==> config.mk <==
export PLATFORM = sky130hd
export DESIGN_NAME = triangle_tangent_bitangent_top
export DESIGN_NICKNAME = d
export VERILOG_FILES = /design/src/ttb_pkg.sv /design/src/ttb_fifo.sv /design/src/ttb_front.sv /design/src/ttb_back.sv /design/src/triangle_tangent_bitangent_top.sv
export SDC_FILE = /design/constraint.sdc
export NUM_CORES = 2
export LEC_CHECK = 0
export BUFFER_PORTS_ARGS = -buffer_cell sky130_fd_sc_hd__clkbuf_2
export CORE_ASPECT_RATIO = 0.75
export CORE_MARGIN = 2
export CORE_UTILIZATION = 50
export CTS_CLUSTER_DIAMETER = 50
export DETAILED_ROUTE_END_ITERATION = 8
export PLACE_DENSITY = 0.79
export SKIP_CTS_REPAIR_TIMING = 1
export SYNTH_ARGS = -nofsm -noshare
export SYNTH_HDL_FRONTEND = slang
export SYNTH_SLANG_ARGS = --single-unit
==> constraint.sdc <==
create_clock -name clk -period 9 [get_ports clk]
set_input_delay 1.35 -clock clk [delete_from_list [all_inputs] [get_ports clk]]
set_output_delay 1.35 -clock clk [all_outputs]
set_load 0.1 [all_outputs]
==> src/ttb_pkg.sv <==
package ttb_pkg;

	// Status of the triangle queue, seen by both sides.
	typedef struct packed {
		logic full;
		logic empty;
	} ttb_fifo_stat_t;

	// Back-end sequencer states.
	typedef enum logic [2:0] {
		BK_IDLE,
		BK_MUL,
		BK_SUB,
		BK_DIV,
		BK_RND,
		BK_DONE
	} ttb_back_state_t;

	// Job index: six vector components, then the determinant.
	localparam int unsigned JOB_W = 3;
	localparam logic [JOB_W-1:0] JOB_TAN_X = 3'd0;
	localparam logic [JOB_W-1:0] JOB_TAN_Y = 3'd1;
	localparam logic [JOB_W-1:0] JOB_TAN_Z = 3'd2;
	localparam logic [JOB_W-1:0] JOB_BIT_X = 3'd3;
	localparam logic [JOB_W-1:0] JOB_BIT_Y = 3'd4;
	localparam logic [JOB_W-1:0] JOB_BIT_Z = 3'd5;
	localparam logic [JOB_W-1:0] JOB_DET = 3'd6;

	localparam int unsigned NUM_COMP = 6;

endpackage

==> src/ttb_fifo.sv <==
module ttb_fifo
	import ttb_pkg::*;
#(
	parameter int unsigned WIDTH = 8
) (
	input  logic             clk,
	input  logic             arst_n,
	input  logic             wr_en,
	input  logic [WIDTH-1:0] wr_data,
	input  logic             rd_en,
	output logic [WIDTH-1:0] rd_data,
	output ttb_fifo_stat_t   stat
);

	logic [WIDTH-1:0] mem_q [2];
	logic             wr_ptr_q;
	logic             rd_ptr_q;
	logic [1:0]       count_q;

	// Two-entry storage; the oldest entry is always presented.
	always_ff @(posedge clk) begin
		if (wr_en) begin
			mem_q[wr_ptr_q] <= wr_data;
		end
	end

	always_ff @(posedge clk or negedge arst_n) begin
		if (!arst_n) begin
			wr_ptr_q <= 1'b0;
			rd_ptr_q <= 1'b0;
			count_q  <= 2'd0;
		end else begin
			if (wr_en) begin
				wr_ptr_q <= ~wr_ptr_q;
			end
			if (rd_en) begin
				rd_ptr_q <= ~rd_ptr_q;
			end
			count_q <= count_q + {1'b0, wr_en} - {1'b0, rd_en};
		end
	end

	assign rd_data    = mem_q[rd_ptr_q];
	assign stat.full  = count_q[1];
	assign stat.empty = (count_q == 2'd0);

endmodule

==> src/ttb_front.sv <==
module ttb_front
	import ttb_pkg::*;
#(
	parameter int unsigned COORD_WIDTH = 16,
	parameter int unsigned UV_WIDTH    = 16,
	localparam int unsigned DW         = COORD_WIDTH + 1,
	localparam int unsigned UW         = UV_WIDTH + 1,
	localparam int unsigned REC_W      = 6 * DW + 4 * UW
) (
	input  logic                          clk,
	input  logic                          arst_n,
	input  logic                          push,
	output logic                          full,
	input  logic signed [COORD_WIDTH-1:0] pos_x,
	input  logic signed [COORD_WIDTH-1:0] pos_y,
	input  logic signed [COORD_WIDTH-1:0] pos_z,
	input  logic signed [UV_WIDTH-1:0]    tex_u,
	input  logic signed [UV_WIDTH-1:0]    tex_v,
	input  ttb_fifo_stat_t                q_stat,
	output logic                          q_wr,
	output logic [REC_W-1:0]              q_data
);

	logic [1:0]                    corner_q;
	logic signed [COORD_WIDTH-1:0] hpx_q [2];
	logic signed [COORD_WIDTH-1:0] hpy_q [2];
	logic signed [COORD_WIDTH-1:0] hpz_q [2];
	logic signed [UV_WIDTH-1:0]    hu_q  [2];
	logic signed [UV_WIDTH-1:0]    hv_q  [2];
	logic                          accept;
	logic                          third;
	logic signed [DW-1:0]          e0x, e0y, e0z, e1x, e1y, e1z;
	logic signed [UW-1:0]          du0, dv0, du1, dv1;

	// Only the closing corner needs room in the queue.
	assign third  = (corner_q == 2'd2);
	assign full   = third & q_stat.full;
	assign accept = push & ~full;
	assign q_wr   = accept & third;

	// Corner counter: 0, 1, 2 and back.
	always_ff @(posedge clk or negedge arst_n) begin
		if (!arst_n) begin
			corner_q <= 2'd0;
		end else if (accept) begin
			corner_q <= third ? 2'd0 : corner_q + 2'd1;
		end
	end

	// Hold the first two corners of the triangle.
	always_ff @(posedge clk) begin
		if (accept && !third) begin
			hpx_q[corner_q[0]] <= pos_x;
			hpy_q[corner_q[0]] <= pos_y;
			hpz_q[corner_q[0]] <= pos_z;
			hu_q[corner_q[0]]  <= tex_u;
			hv_q[corner_q[0]]  <= tex_v;
		end
	end

	// Edges and texture deltas of the completed triangle.
	always_comb begin
		e0x = DW'(hpx_q[1]) - DW'(hpx_q[0]);
		e0y = DW'(hpy_q[1]) - DW'(hpy_q[0]);
		e0z = DW'(hpz_q[1]) - DW'(hpz_q[0]);
		e1x = DW'(pos_x) - DW'(hpx_q[0]);
		e1y = DW'(pos_y) - DW'(hpy_q[0]);
		e1z = DW'(pos_z) - DW'(hpz_q[0]);
		du0 = UW'(hu_q[1]) - UW'(hu_q[0]);
		dv0 = UW'(hv_q[1]) - UW'(hv_q[0]);
		du1 = UW'(tex_u) - UW'(hu_q[0]);
		dv1 = UW'(tex_v) - UW'(hv_q[0]);
	end

	assign q_data = {e0x, e0y, e0z, e1x, e1y, e1z, du0, dv0, du1, dv1};

endmodule

==> src/ttb_back.sv <==
module ttb_back
	import ttb_pkg::*;
#(
	parameter int unsigned COORD_WIDTH = 16,
	parameter int unsigned UV_WIDTH    = 16,
	parameter int unsigned OUT_WIDTH   = 32,
	localparam int unsigned DW         = COORD_WIDTH + 1,
	localparam int unsigned UW         = UV_WIDTH + 1,
	localparam int unsigned REC_W      = 6 * DW + 4 * UW
) (
	input  logic                        clk,
	input  logic                        arst_n,
	input  ttb_fifo_stat_t              q_stat,
	input  logic [REC_W-1:0]            q_data,
	output logic                        q_rd,
	input  logic                        pop,
	output logic                        empty,
	output logic signed [OUT_WIDTH-1:0] tangent_x,
	output logic signed [OUT_WIDTH-1:0] tangent_y,
	output logic signed [OUT_WIDTH-1:0] tangent_z,
	output logic signed [OUT_WIDTH-1:0] bitangent_x,
	output logic signed [OUT_WIDTH-1:0] bitangent_y,
	output logic signed [OUT_WIDTH-1:0] bitangent_z,
	output logic                        degenerate,
	output logic                        saturated
);

	localparam int unsigned MW  = (DW > UW) ? DW : UW;
	localparam int unsigned PW  = 2 * MW;
	localparam int unsigned XW  = PW + 1;
	localparam int          SH  = int'(OUT_WIDTH / 2) + int'(UV_WIDTH) - 3
		- int'(COORD_WIDTH / 2);
	localparam int unsigned SHN = (SH > 0) ? SH : 0;
	localparam int unsigned SHD = (SH < 0) ? -SH : 0;
	localparam int unsigned NW  = XW + SHN;
	localparam int unsigned DMW = XW + SHD;
	localparam int unsigned RW  = DMW + 1;
	localparam int unsigned QW  = NW + 1;
	localparam int unsigned CW  = ((QW > OUT_WIDTH) ? QW : OUT_WIDTH) + 1;
	localparam int unsigned CNW = $clog2(NW + 1);

	ttb_back_state_t       state_q, state_d;
	logic [REC_W-1:0]      rec_q;
	logic [JOB_W-1:0]      job_q;
	logic signed [PW-1:0]  prod_a_s1, prod_b_s1;
	logic [NW-1:0]         num_q;
	logic [RW-1:0]         rem_q;
	logic [NW-1:0]         quo_q;
	logic [CNW-1:0]        cnt_q;
	logic [DMW-1:0]        dmag_q;
	logic                  det_neg_q;
	logic                  neg_q;
	logic                  sat_acc_q;
	logic                  degen_q;
	logic [OUT_WIDTH-1:0]  comp_q [NUM_COMP];
	logic [OUT_WIDTH-1:0]  res_q  [NUM_COMP];
	logic                  res_deg_q;
	logic                  res_sat_q;
	logic                  res_valid_q;

	logic signed [DW-1:0]  e0x, e0y, e0z, e1x, e1y, e1z, e0k, e1k;
	logic signed [UW-1:0]  du0, dv0, du1, dv1;
	logic signed [MW-1:0]  op_a, op_b, op_c, op_d;
	logic signed [XW-1:0]  diff;
	logic [XW-1:0]         diff_mag;
	logic [RW-1:0]         rsh;
	logic                  rge;
	logic                  rnd_up;
	logic [CW-1:0]         qx, lim, val_w;
	logic                  clip;
	logic                  slot_free;
	logic                  load_job, do_sub, do_div, do_rnd, do_out;

	assign {e0x, e0y, e0z, e1x, e1y, e1z, du0, dv0, du1, dv1} = rec_q;

	// Operand selection: det = du0*dv1 - du1*dv0,
	// tangent = e0*dv1 - e1*dv0, bitangent = e1*du0 - e0*du1.
	always_comb begin
		e0k = e0x;
		e1k = e1x;
		case (job_q)
			JOB_TAN_Y, JOB_BIT_Y: begin
				e0k = e0y;
				e1k = e1y;
			end
			JOB_TAN_Z, JOB_BIT_Z: begin
				e0k = e0z;
				e1k = e1z;
			end
			default: begin
				e0k = e0x;
				e1k = e1x;
			end
		endcase
		case (job_q)
			JOB_DET: begin
				op_a = MW'(du0);
				op_b = MW'(dv1);
				op_c = MW'(du1);
				op_d = MW'(dv0);
			end
			JOB_TAN_X, JOB_TAN_Y, JOB_TAN_Z: begin
				op_a = MW'(e0k);
				op_b = MW'(dv1);
				op_c = MW'(e1k);
				op_d = MW'(dv0);
			end
			default: begin
				op_a = MW'(e1k);
				op_b = MW'(du0);
				op_c = MW'(e0k);
				op_d = MW'(du1);
			end
		endcase
	end

	// Difference of the two registered products and its magnitude.
	assign diff     = XW'(prod_a_s1) - XW'(prod_b_s1);
	assign diff_mag = diff[XW-1] ? (~diff + XW'(1)) : diff;

	// One restoring division step.
	assign rsh = {rem_q[RW-2:0], num_q[NW-1]};
	assign rge = (rsh >= RW'(dmag_q));

	// Rounding to nearest, ties away from zero, then clipping.
	always_comb begin
		rnd_up = ({rem_q, 1'b0} >= (RW + 1)'(dmag_q));
		qx     = CW'(quo_q) + CW'(rnd_up);
		lim    = CW'(1) << (OUT_WIDTH - 1);
		if (neg_q) begin
			clip  = (qx > lim);
			val_w = clip ? lim : (~qx + CW'(1));
		end else begin
			clip  = (qx > (lim - CW'(1)));
			val_w = clip ? (lim - CW'(1)) : qx;
		end
	end

	assign slot_free = ~res_valid_q | pop;

	// Sequencer: determinant first, then the six components unless it is zero.
	always_comb begin
		state_d  = state_q;
		q_rd     = 1'b0;
		load_job = 1'b0;
		do_sub   = 1'b0;
		do_div   = 1'b0;
		do_rnd   = 1'b0;
		do_out   = 1'b0;
		unique case (state_q)
			BK_IDLE: begin
				if (!q_stat.empty) begin
					q_rd    = 1'b1;
					state_d = BK_MUL;
				end
			end
			BK_MUL: begin
				state_d = BK_SUB;
			end
			BK_SUB: begin
				do_sub = 1'b1;
				if (job_q == JOB_DET && diff == '0) begin
					state_d = BK_DONE;
				end else if (job_q == JOB_DET) begin
					state_d = BK_MUL;
				end else begin
					state_d = BK_DIV;
				end
			end
			BK_DIV: begin
				do_div = 1'b1;
				if (cnt_q == CNW'(1)) begin
					state_d = BK_RND;
				end
			end
			BK_RND: begin
				do_rnd = 1'b1;
				state_d = (job_q == JOB_BIT_Z) ? BK_DONE : BK_MUL;
			end
			BK_DONE: begin
				if (slot_free) begin
					do_out  = 1'b1;
					state_d = BK_IDLE;
				end
			end
			default: begin
				state_d = BK_IDLE;
			end
		endcase
		load_job = q_rd;
	end

	always_ff @(posedge clk or negedge arst_n) begin
		if (!arst_n) begin
			state_q <= BK_IDLE;
		end else begin
			state_q <= state_d;
		end
	end

	// Job index is control state.
	always_ff @(posedge clk or negedge arst_n) begin
		if (!arst_n) begin
			job_q <= JOB_DET;
		end else if (load_job) begin
			job_q <= JOB_DET;
		end else if (do_sub && job_q == JOB_DET) begin
			job_q <= JOB_TAN_X;
		end else if (do_rnd) begin
			job_q <= job_q + JOB_W'(1);
		end
	end

	// Datapath registers.
	always_ff @(posedge clk) begin
		if (load_job) begin
			rec_q     <= q_data;
			sat_acc_q <= 1'b0;
			degen_q   <= 1'b0;
		end
		prod_a_s1 <= op_a * op_b;
		prod_b_s1 <= op_c * op_d;
		if (do_sub) begin
			if (job_q == JOB_DET) begin
				dmag_q    <= DMW'(diff_mag) << SHD;
				det_neg_q <= diff[XW-1];
				if (diff == '0) begin
					degen_q <= 1'b1;
					for (int i = 0; i < NUM_COMP; i++) begin
						comp_q[i] <= '0;
					end
				end
			end else begin
				num_q <= NW'(diff_mag) << SHN;
				neg_q <= diff[XW-1] ^ det_neg_q;
				rem_q <= '0;
				quo_q <= '0;
				cnt_q <= CNW'(NW);
			end
		end
		if (do_div) begin
			num_q <= num_q << 1;
			rem_q <= rge ? (rsh - RW'(dmag_q)) : rsh;
			quo_q <= {quo_q[NW-2:0], rge};
			cnt_q <= cnt_q - CNW'(1);
		end
		if (do_rnd) begin
			comp_q[job_q] <= val_w[OUT_WIDTH-1:0];
			sat_acc_q     <= sat_acc_q | clip;
		end
		if (do_out) begin
			res_q     <= comp_q;
			res_deg_q <= degen_q;
			res_sat_q <= sat_acc_q;
		end
	end

	// Result register valid flag.
	always_ff @(posedge clk or negedge arst_n) begin
		if (!arst_n) begin
			res_valid_q <= 1'b0;
		end else if (do_out) begin
			res_valid_q <= 1'b1;
		end else if (pop) begin
			res_valid_q <= 1'b0;
		end
	end

	assign empty       = ~res_valid_q;
	assign tangent_x   = res_q[JOB_TAN_X];
	assign tangent_y   = res_q[JOB_TAN_Y];
	assign tangent_z   = res_q[JOB_TAN_Z];
	assign bitangent_x = res_q[JOB_BIT_X];
	assign bitangent_y = res_q[JOB_BIT_Y];
	assign bitangent_z = res_q[JOB_BIT_Z];
	assign degenerate  = res_deg_q;
	assign saturated   = res_sat_q;

endmodule

==> src/triangle_tangent_bitangent_top.sv <==
// Channel   Handshake          Payload
// corner    push / full        pos_x, pos_y, pos_z, tex_u, tex_v
// result    empty / pop        tangent_x/y/z, bitangent_x/y/z, degenerate, saturated
//
// Corners are taken one per cycle while full is low; every third corner closes a
// triangle and enters a two-entry queue. The back end works on one triangle at a
// time: the determinant first, then each component through a bit-serial divider
// over the numerator width (56 bits at default widths).
// Reset clears the corner count, the queue and the result valid flag.
// full rises only on a closing corner while the queue is full; a waiting
// result does not block the back end until its next result is finished.
module triangle_tangent_bitangent_top
	import ttb_pkg::*;
#(
	parameter int unsigned COORD_WIDTH = 16,
	parameter int unsigned UV_WIDTH    = 16,
	parameter int unsigned OUT_WIDTH   = 32
) (
	input  logic                          clk,
	input  logic                          arst_n,
	input  logic                          push,
	output logic                          full,
	input  logic signed [COORD_WIDTH-1:0] pos_x,
	input  logic signed [COORD_WIDTH-1:0] pos_y,
	input  logic signed [COORD_WIDTH-1:0] pos_z,
	input  logic signed [UV_WIDTH-1:0]    tex_u,
	input  logic signed [UV_WIDTH-1:0]    tex_v,
	output logic                          empty,
	input  logic                          pop,
	output logic signed [OUT_WIDTH-1:0]   tangent_x,
	output logic signed [OUT_WIDTH-1:0]   tangent_y,
	output logic signed [OUT_WIDTH-1:0]   tangent_z,
	output logic signed [OUT_WIDTH-1:0]   bitangent_x,
	output logic signed [OUT_WIDTH-1:0]   bitangent_y,
	output logic signed [OUT_WIDTH-1:0]   bitangent_z,
	output logic                          degenerate,
	output logic                          saturated
);

	localparam int unsigned REC_W = 6 * (COORD_WIDTH + 1) + 4 * (UV_WIDTH + 1);

	ttb_fifo_stat_t   q_stat;
	logic             q_wr;
	logic             q_rd;
	logic [REC_W-1:0] q_wdata;
	logic [REC_W-1:0] q_rdata;

	// Corner intake and edge forming.
	ttb_front #(
		.COORD_WIDTH(COORD_WIDTH),
		.UV_WIDTH   (UV_WIDTH)
	) u_front (
		.clk   (clk),
		.arst_n(arst_n),
		.push  (push),
		.full  (full),
		.pos_x (pos_x),
		.pos_y (pos_y),
		.pos_z (pos_z),
		.tex_u (tex_u),
		.tex_v (tex_v),
		.q_stat(q_stat),
		.q_wr  (q_wr),
		.q_data(q_wdata)
	);

	// Triangle queue between the two halves.
	ttb_fifo #(
		.WIDTH(REC_W)
	) u_fifo (
		.clk    (clk),
		.arst_n (arst_n),
		.wr_en  (q_wr),
		.wr_data(q_wdata),
		.rd_en  (q_rd),
		.rd_data(q_rdata),
		.stat   (q_stat)
	);

	// Determinant, products and division.
	ttb_back #(
		.COORD_WIDTH(COORD_WIDTH),
		.UV_WIDTH   (UV_WIDTH),
		.OUT_WIDTH  (OUT_WIDTH)
	) u_back (
		.clk        (clk),
		.arst_n     (arst_n),
		.q_stat     (q_stat),
		.q_data     (q_rdata),
		.q_rd       (q_rd),
		.pop        (pop),
		.empty      (empty),
		.tangent_x  (tangent_x),
		.tangent_y  (tangent_y),
		.tangent_z  (tangent_z),
		.bitangent_x(bitangent_x),
		.bitangent_y(bitangent_y),
		.bitangent_z(bitangent_z),
		.degenerate (degenerate),
		.saturated  (saturated)
	);

`ifndef NO_ASSERTIONS
	// A degenerate triangle never reports clipping.
	a_deg_no_sat: assert property (@(posedge clk) disable iff (!arst_n)
		(!empty && degenerate) |-> !saturated)
		else $error("degenerate result flagged as saturated");

	// A degenerate triangle gives zero vectors.
	a_deg_zero: assert property (@(posedge clk) disable iff (!arst_n)
		(!empty && degenerate) |-> (tangent_x == '0 && bitangent_z == '0))
		else $error("degenerate result carries nonzero vectors");

	// The queue is never written while full unless it is read in the same cycle.
	a_q_no_over: assert property (@(posedge clk) disable iff (!arst_n)
		q_stat.full |-> !q_wr || q_rd)
		else $error("triangle queue overrun");

	// The back end never reads an empty queue.
	a_q_no_under: assert property (@(posedge clk) disable iff (!arst_n)
		q_rd |-> !q_stat.empty)
		else $error("triangle queue underrun");
`endif

endmodule

==> results.txt <==
The flow ran to the end, and the final reports show no timing, DRC or antenna violations. The clock net in this run drives a total of 1309 sinks. Library cell contributing the largest single delay on the critical path: sky130_fd_sc_hd__fa_1. Max-cap violations in this run came to 0. In the synthesized netlist the dominant register cell turns out to be sky130_fd_sc_hd__edfxtp_1.

For this run, the detailed router's first-pass iteration total came to 6. The number of nets handed over by synthesis was 8648. The largest net degree at the start of global routing is 195. The logs give 6.53% for the headroom to the max-slew limit and 129 for the number of standard-cell rows in the floorplan.

The total congestion overflow after global routing was 0. Die footprint: 0.169 mm2. For this configuration, the core starts out at a cell density of 50.3%. The worst setup path is captured at a flop. In the routed layout, each cell is associated on average with a via count of 5.91. Clock period minus worst slack: 8.62 ns. The logs give 0.165 mm2 for the area inside the core boundary and 280 for the count of boundary I/O pins. The run gives 4 as the CTS H-tree depth.

The clock passes through at most 3 buffers. TritonCTS built the clock tree. In this run the remaining antenna-violating nets after routing total 0.

The wire length of the first global-routing pass is 358000 um, and the count of routing violations after the opening detailed-route iteration is 7249. The ratio of cells with drive above 1 in the final layout was 12.5%; the total of warnings raised by yosys was 0. The signed area change from the synthesized netlist to the final layout came out at 11.5%. Measured along the y axis, the die boundary spans 356 um. The HPWL after detailed placement is 177000 um, and the combined global-route utilization of all metal layers is 27.7%. The buffering stage count on the worst path with inverters included came out at 8. Wires add up to 235000 um.

The number of CTS-inserted buffers came out at 138. After synthesis, the netlist uses 95 different library cells. The logs give 0 for the count of pins over their slew limit and 116 MHz for the maximum operating frequency. In the synthesized netlist, the number of instances is 7548. For the worst setup path, the data arrival time is 9.28 ns. The critical path data required time was 9.66 ns; the count of buffers from port buffering was 279. After synthesis the cells add up to 0.0827 mm2. The sequential area share after synthesis is 44.3%, and the total instance count after detailed placement is 9884. The congestion estimate from routability-driven global placement came to 0.988. The die width was 474 um. The average instance in the mapped netlist occupies 11.0 um2. After routing the design area is 0.0923 mm2. The tools report the number of antenna violations at the first check in global routing as 5. Clock latency on the worst-skew pair, taken at its later pin, is 0.83 ns.

Dividing the detail-routed wire length by the instance count gives 23.1 um. CTS placed an instance of sky130_fd_sc_hd__clkbuf_16 at the clock tree root. The run gives 0 as the post-route DRC violation count. The synthesized flop and latch total was 1309. Leaving out filler cells and counting taps, the final layout contains 10142. The total area of multi-input combinational cells was 0.0416 mm2.

The most numerous cell type found on the critical path is sky130_fd_sc_hd__fa_1. The top fanout value on the critical path works out to 18. The total vias in the final route came out at 59942.

In the post-synthesis netlist, the biggest area contributors are sky130_fd_sc_hd__edfxtp_1 38%, sky130_fd_sc_hd__fa_1 15%, sky130_fd_sc_hd__dfxtp_1 6.3%, sky130_fd_sc_hd__ha_1 6.2%, sky130_fd_sc_hd__inv_1 4.5%. The layout filler cell count is 13406, and the CTS clock-pin slew for the worst setup and hold paths is 0.06 ns. The fraction of synthesis flops using an asynchronous set or reset pin is 0.993%.

The kind of start point of the critical path was a flop. For this run, the post-layout net count is 8963. The worst setup path is of the reg2reg kind. The portion of synthesized cell area occupied by the leading cell type was 37.6%. The kind of path behind the tightest hold check was reg2reg.

The post-detailed-placement cell area was 0.0873 mm2; the worst clock skew was 0.0847 ns. Grouping stages by cell kind, the critical path spends the most delay in adder cells. Setup violations remaining at the end of the flow were counted as 0. On the worst path, the slowest cell contributes a delay of 0.65 ns. Summing all flip-flop and latch instances after layout gives 0.0366 mm2. The dominant cell type by area after synthesis is sky130_fd_sc_hd__edfxtp_1. Of the available clock period, the critical path in the final layout requires 95.8%. The number of hold violations in the final report is 0, and the worst-margin pin slew is 1.40 ns.

Yosys mapped a number of flops with a built-in enable equal to 1035. The via count of the first global-routing pass was 59623.
==> logic make-up after synthesis <==
kind of cell / synth area share, %
buf+inv: 5.79
fa+ha+maj: 20.8
flops: 44.3
compound gates: 10.6
xor+xnor: 3.14
simple gates: 11.9
mux: 3.43
==> layer usage <==
layer  up-vias  wire [um]  track usage [%]
met5         -         22                0
met2      2869     102000             41.0
met4         4       5020             6.63
met3       320      23300             6.13
met1     29916     105000             41.5
li1      26833          -                -
==> synth_stat cells, types with 50 or more instances <==
library cell,count
sky130_fd_sc_hd__a31oi_1,53
sky130_fd_sc_hd__ha_1,412
sky130_fd_sc_hd__and2_1,94
sky130_fd_sc_hd__dfxtp_1,261
sky130_fd_sc_hd__nand2b_1,53
sky130_fd_sc_hd__nand3_1,146
sky130_fd_sc_hd__inv_1,983
sky130_fd_sc_hd__mux2_2,207
sky130_fd_sc_hd__nor3_1,132
sky130_fd_sc_hd__or3_1,70
sky130_fd_sc_hd__and3_1,56
sky130_fd_sc_hd__fa_1,604
sky130_fd_sc_hd__nor2b_1,53
sky130_fd_sc_hd__nand4_1,60
sky130_fd_sc_hd__xnor2_1,224
sky130_fd_sc_hd__xor2_1,69
sky130_fd_sc_hd__a21oi_1,187
sky130_fd_sc_hd__clkbuf_1,213
sky130_fd_sc_hd__a32oi_1,50
sky130_fd_sc_hd__a21o_1,54
sky130_fd_sc_hd__nor2_1,634
sky130_fd_sc_hd__o21ai_0,308
sky130_fd_sc_hd__o211ai_1,75
sky130_fd_sc_hd__a22oi_1,100
sky130_fd_sc_hd__nand2_1,686
sky130_fd_sc_hd__edfxtp_1,1035
sky130_fd_sc_hd__mux2i_1,51
==> registers in the layout, summed over array words and instances (netlist names), 34 cells and up <==
| signal | flops |
|---|---|
| u_back.rem_q | 36 |
| u_back.prod_b_s1 | 34 |
| u_back.comp_q | 192 |
| u_back.dmag_q | 35 |
| u_back.num_q | 35 |
| u_fifo.mem_q | 340 |
| u_back.rec_q | 170 |
| u_back.quo_q | 56 |
| u_back.prod_a_s1 | 34 |
==> worst paths after layout <==
| kind | start | endpoint | slack [ns] | cells past startpoint |
|---|---|---|---|---|
| worst max-delay path | u_back.job_q[0] | u_back.prod_a_s1[31] | 0.38 | 31 |
| worst min-delay path | u_back.comp_q[43] | u_back.bitangent_y[11] | 0.41 | 0 |
| worst max register to register | u_back.job_q[0] | u_back.prod_a_s1[31] | 0.38 | 31 |
| worst min register to register | u_back.comp_q[43] | u_back.bitangent_y[11] | 0.41 | 0 |
| max in group asynchronous | arst_n | u_back.job_q[2] | 8.18 | 1 |
| min in group asynchronous | arst_n | u_front.corner_q[0] | 0.48 | 1 |
==> layout make-up <==
cell class                 count  share of cell area [%]
antenna                        1                 0.00271
timing repair buffer         446                    3.00
tap                         2161                    2.93
clock inverter                92                    1.28
sequential                  1309                    39.7
multi-input combinational   4984                    45.1
clock buffer                 165                    3.97
inverter                     984                    4.01
==> per-stage QoR <==
| step | TNS (ns) | utilization [%] | hold WS [ns] | setup slack, ns |
|---|---|---|---|---|
| after floorplan | -232.85 | - | 0.408 | -0.685 |
| after global placement | 0 | 53.0 | 0.413 | 0.235 |
| after detailed placement | 0 | 53.0 | 0.412 | 0.199 |
| after CTS | 0 | 56.0 | 0.411 | 0.153 |
| after global routing | -0.0423 | 56.0 | 0.423 | -0.0423 |
| final | 0 | 56.0 | 0.413 | 0.377 |
==> cells in the final DEF (no fill, tap or decap), types with 51 or more instances in the layout <==
master,count
sky130_fd_sc_hd__xnor2_1,224
sky130_fd_sc_hd__clkbuf_16,140
sky130_fd_sc_hd__o211ai_1,75
sky130_fd_sc_hd__or3_1,70
sky130_fd_sc_hd__nand2b_1,53
sky130_fd_sc_hd__clkbuf_2,280
sky130_fd_sc_hd__a31oi_1,51
sky130_fd_sc_hd__mux2_2,207
sky130_fd_sc_hd__o21ai_0,306
sky130_fd_sc_hd__buf_4,157
sky130_fd_sc_hd__a22oi_1,97
sky130_fd_sc_hd__and3_1,56
sky130_fd_sc_hd__a21oi_1,185
sky130_fd_sc_hd__inv_1,983
sky130_fd_sc_hd__ha_1,412
sky130_fd_sc_hd__nor2_1,626
sky130_fd_sc_hd__nand3_1,142
sky130_fd_sc_hd__a21o_1,54
sky130_fd_sc_hd__fa_1,604
sky130_fd_sc_hd__nor3_1,131
sky130_fd_sc_hd__and2_1,93
sky130_fd_sc_hd__dfxtp_1,261
sky130_fd_sc_hd__xor2_1,69
sky130_fd_sc_hd__nand4_1,60
sky130_fd_sc_hd__nand2_1,686
sky130_fd_sc_hd__edfxtp_1,1035
sky130_fd_sc_hd__nor2b_1,53
Power is not shown: default switching activity piles up to over one toggle a cycle in this logic, so the estimate is an artifact.
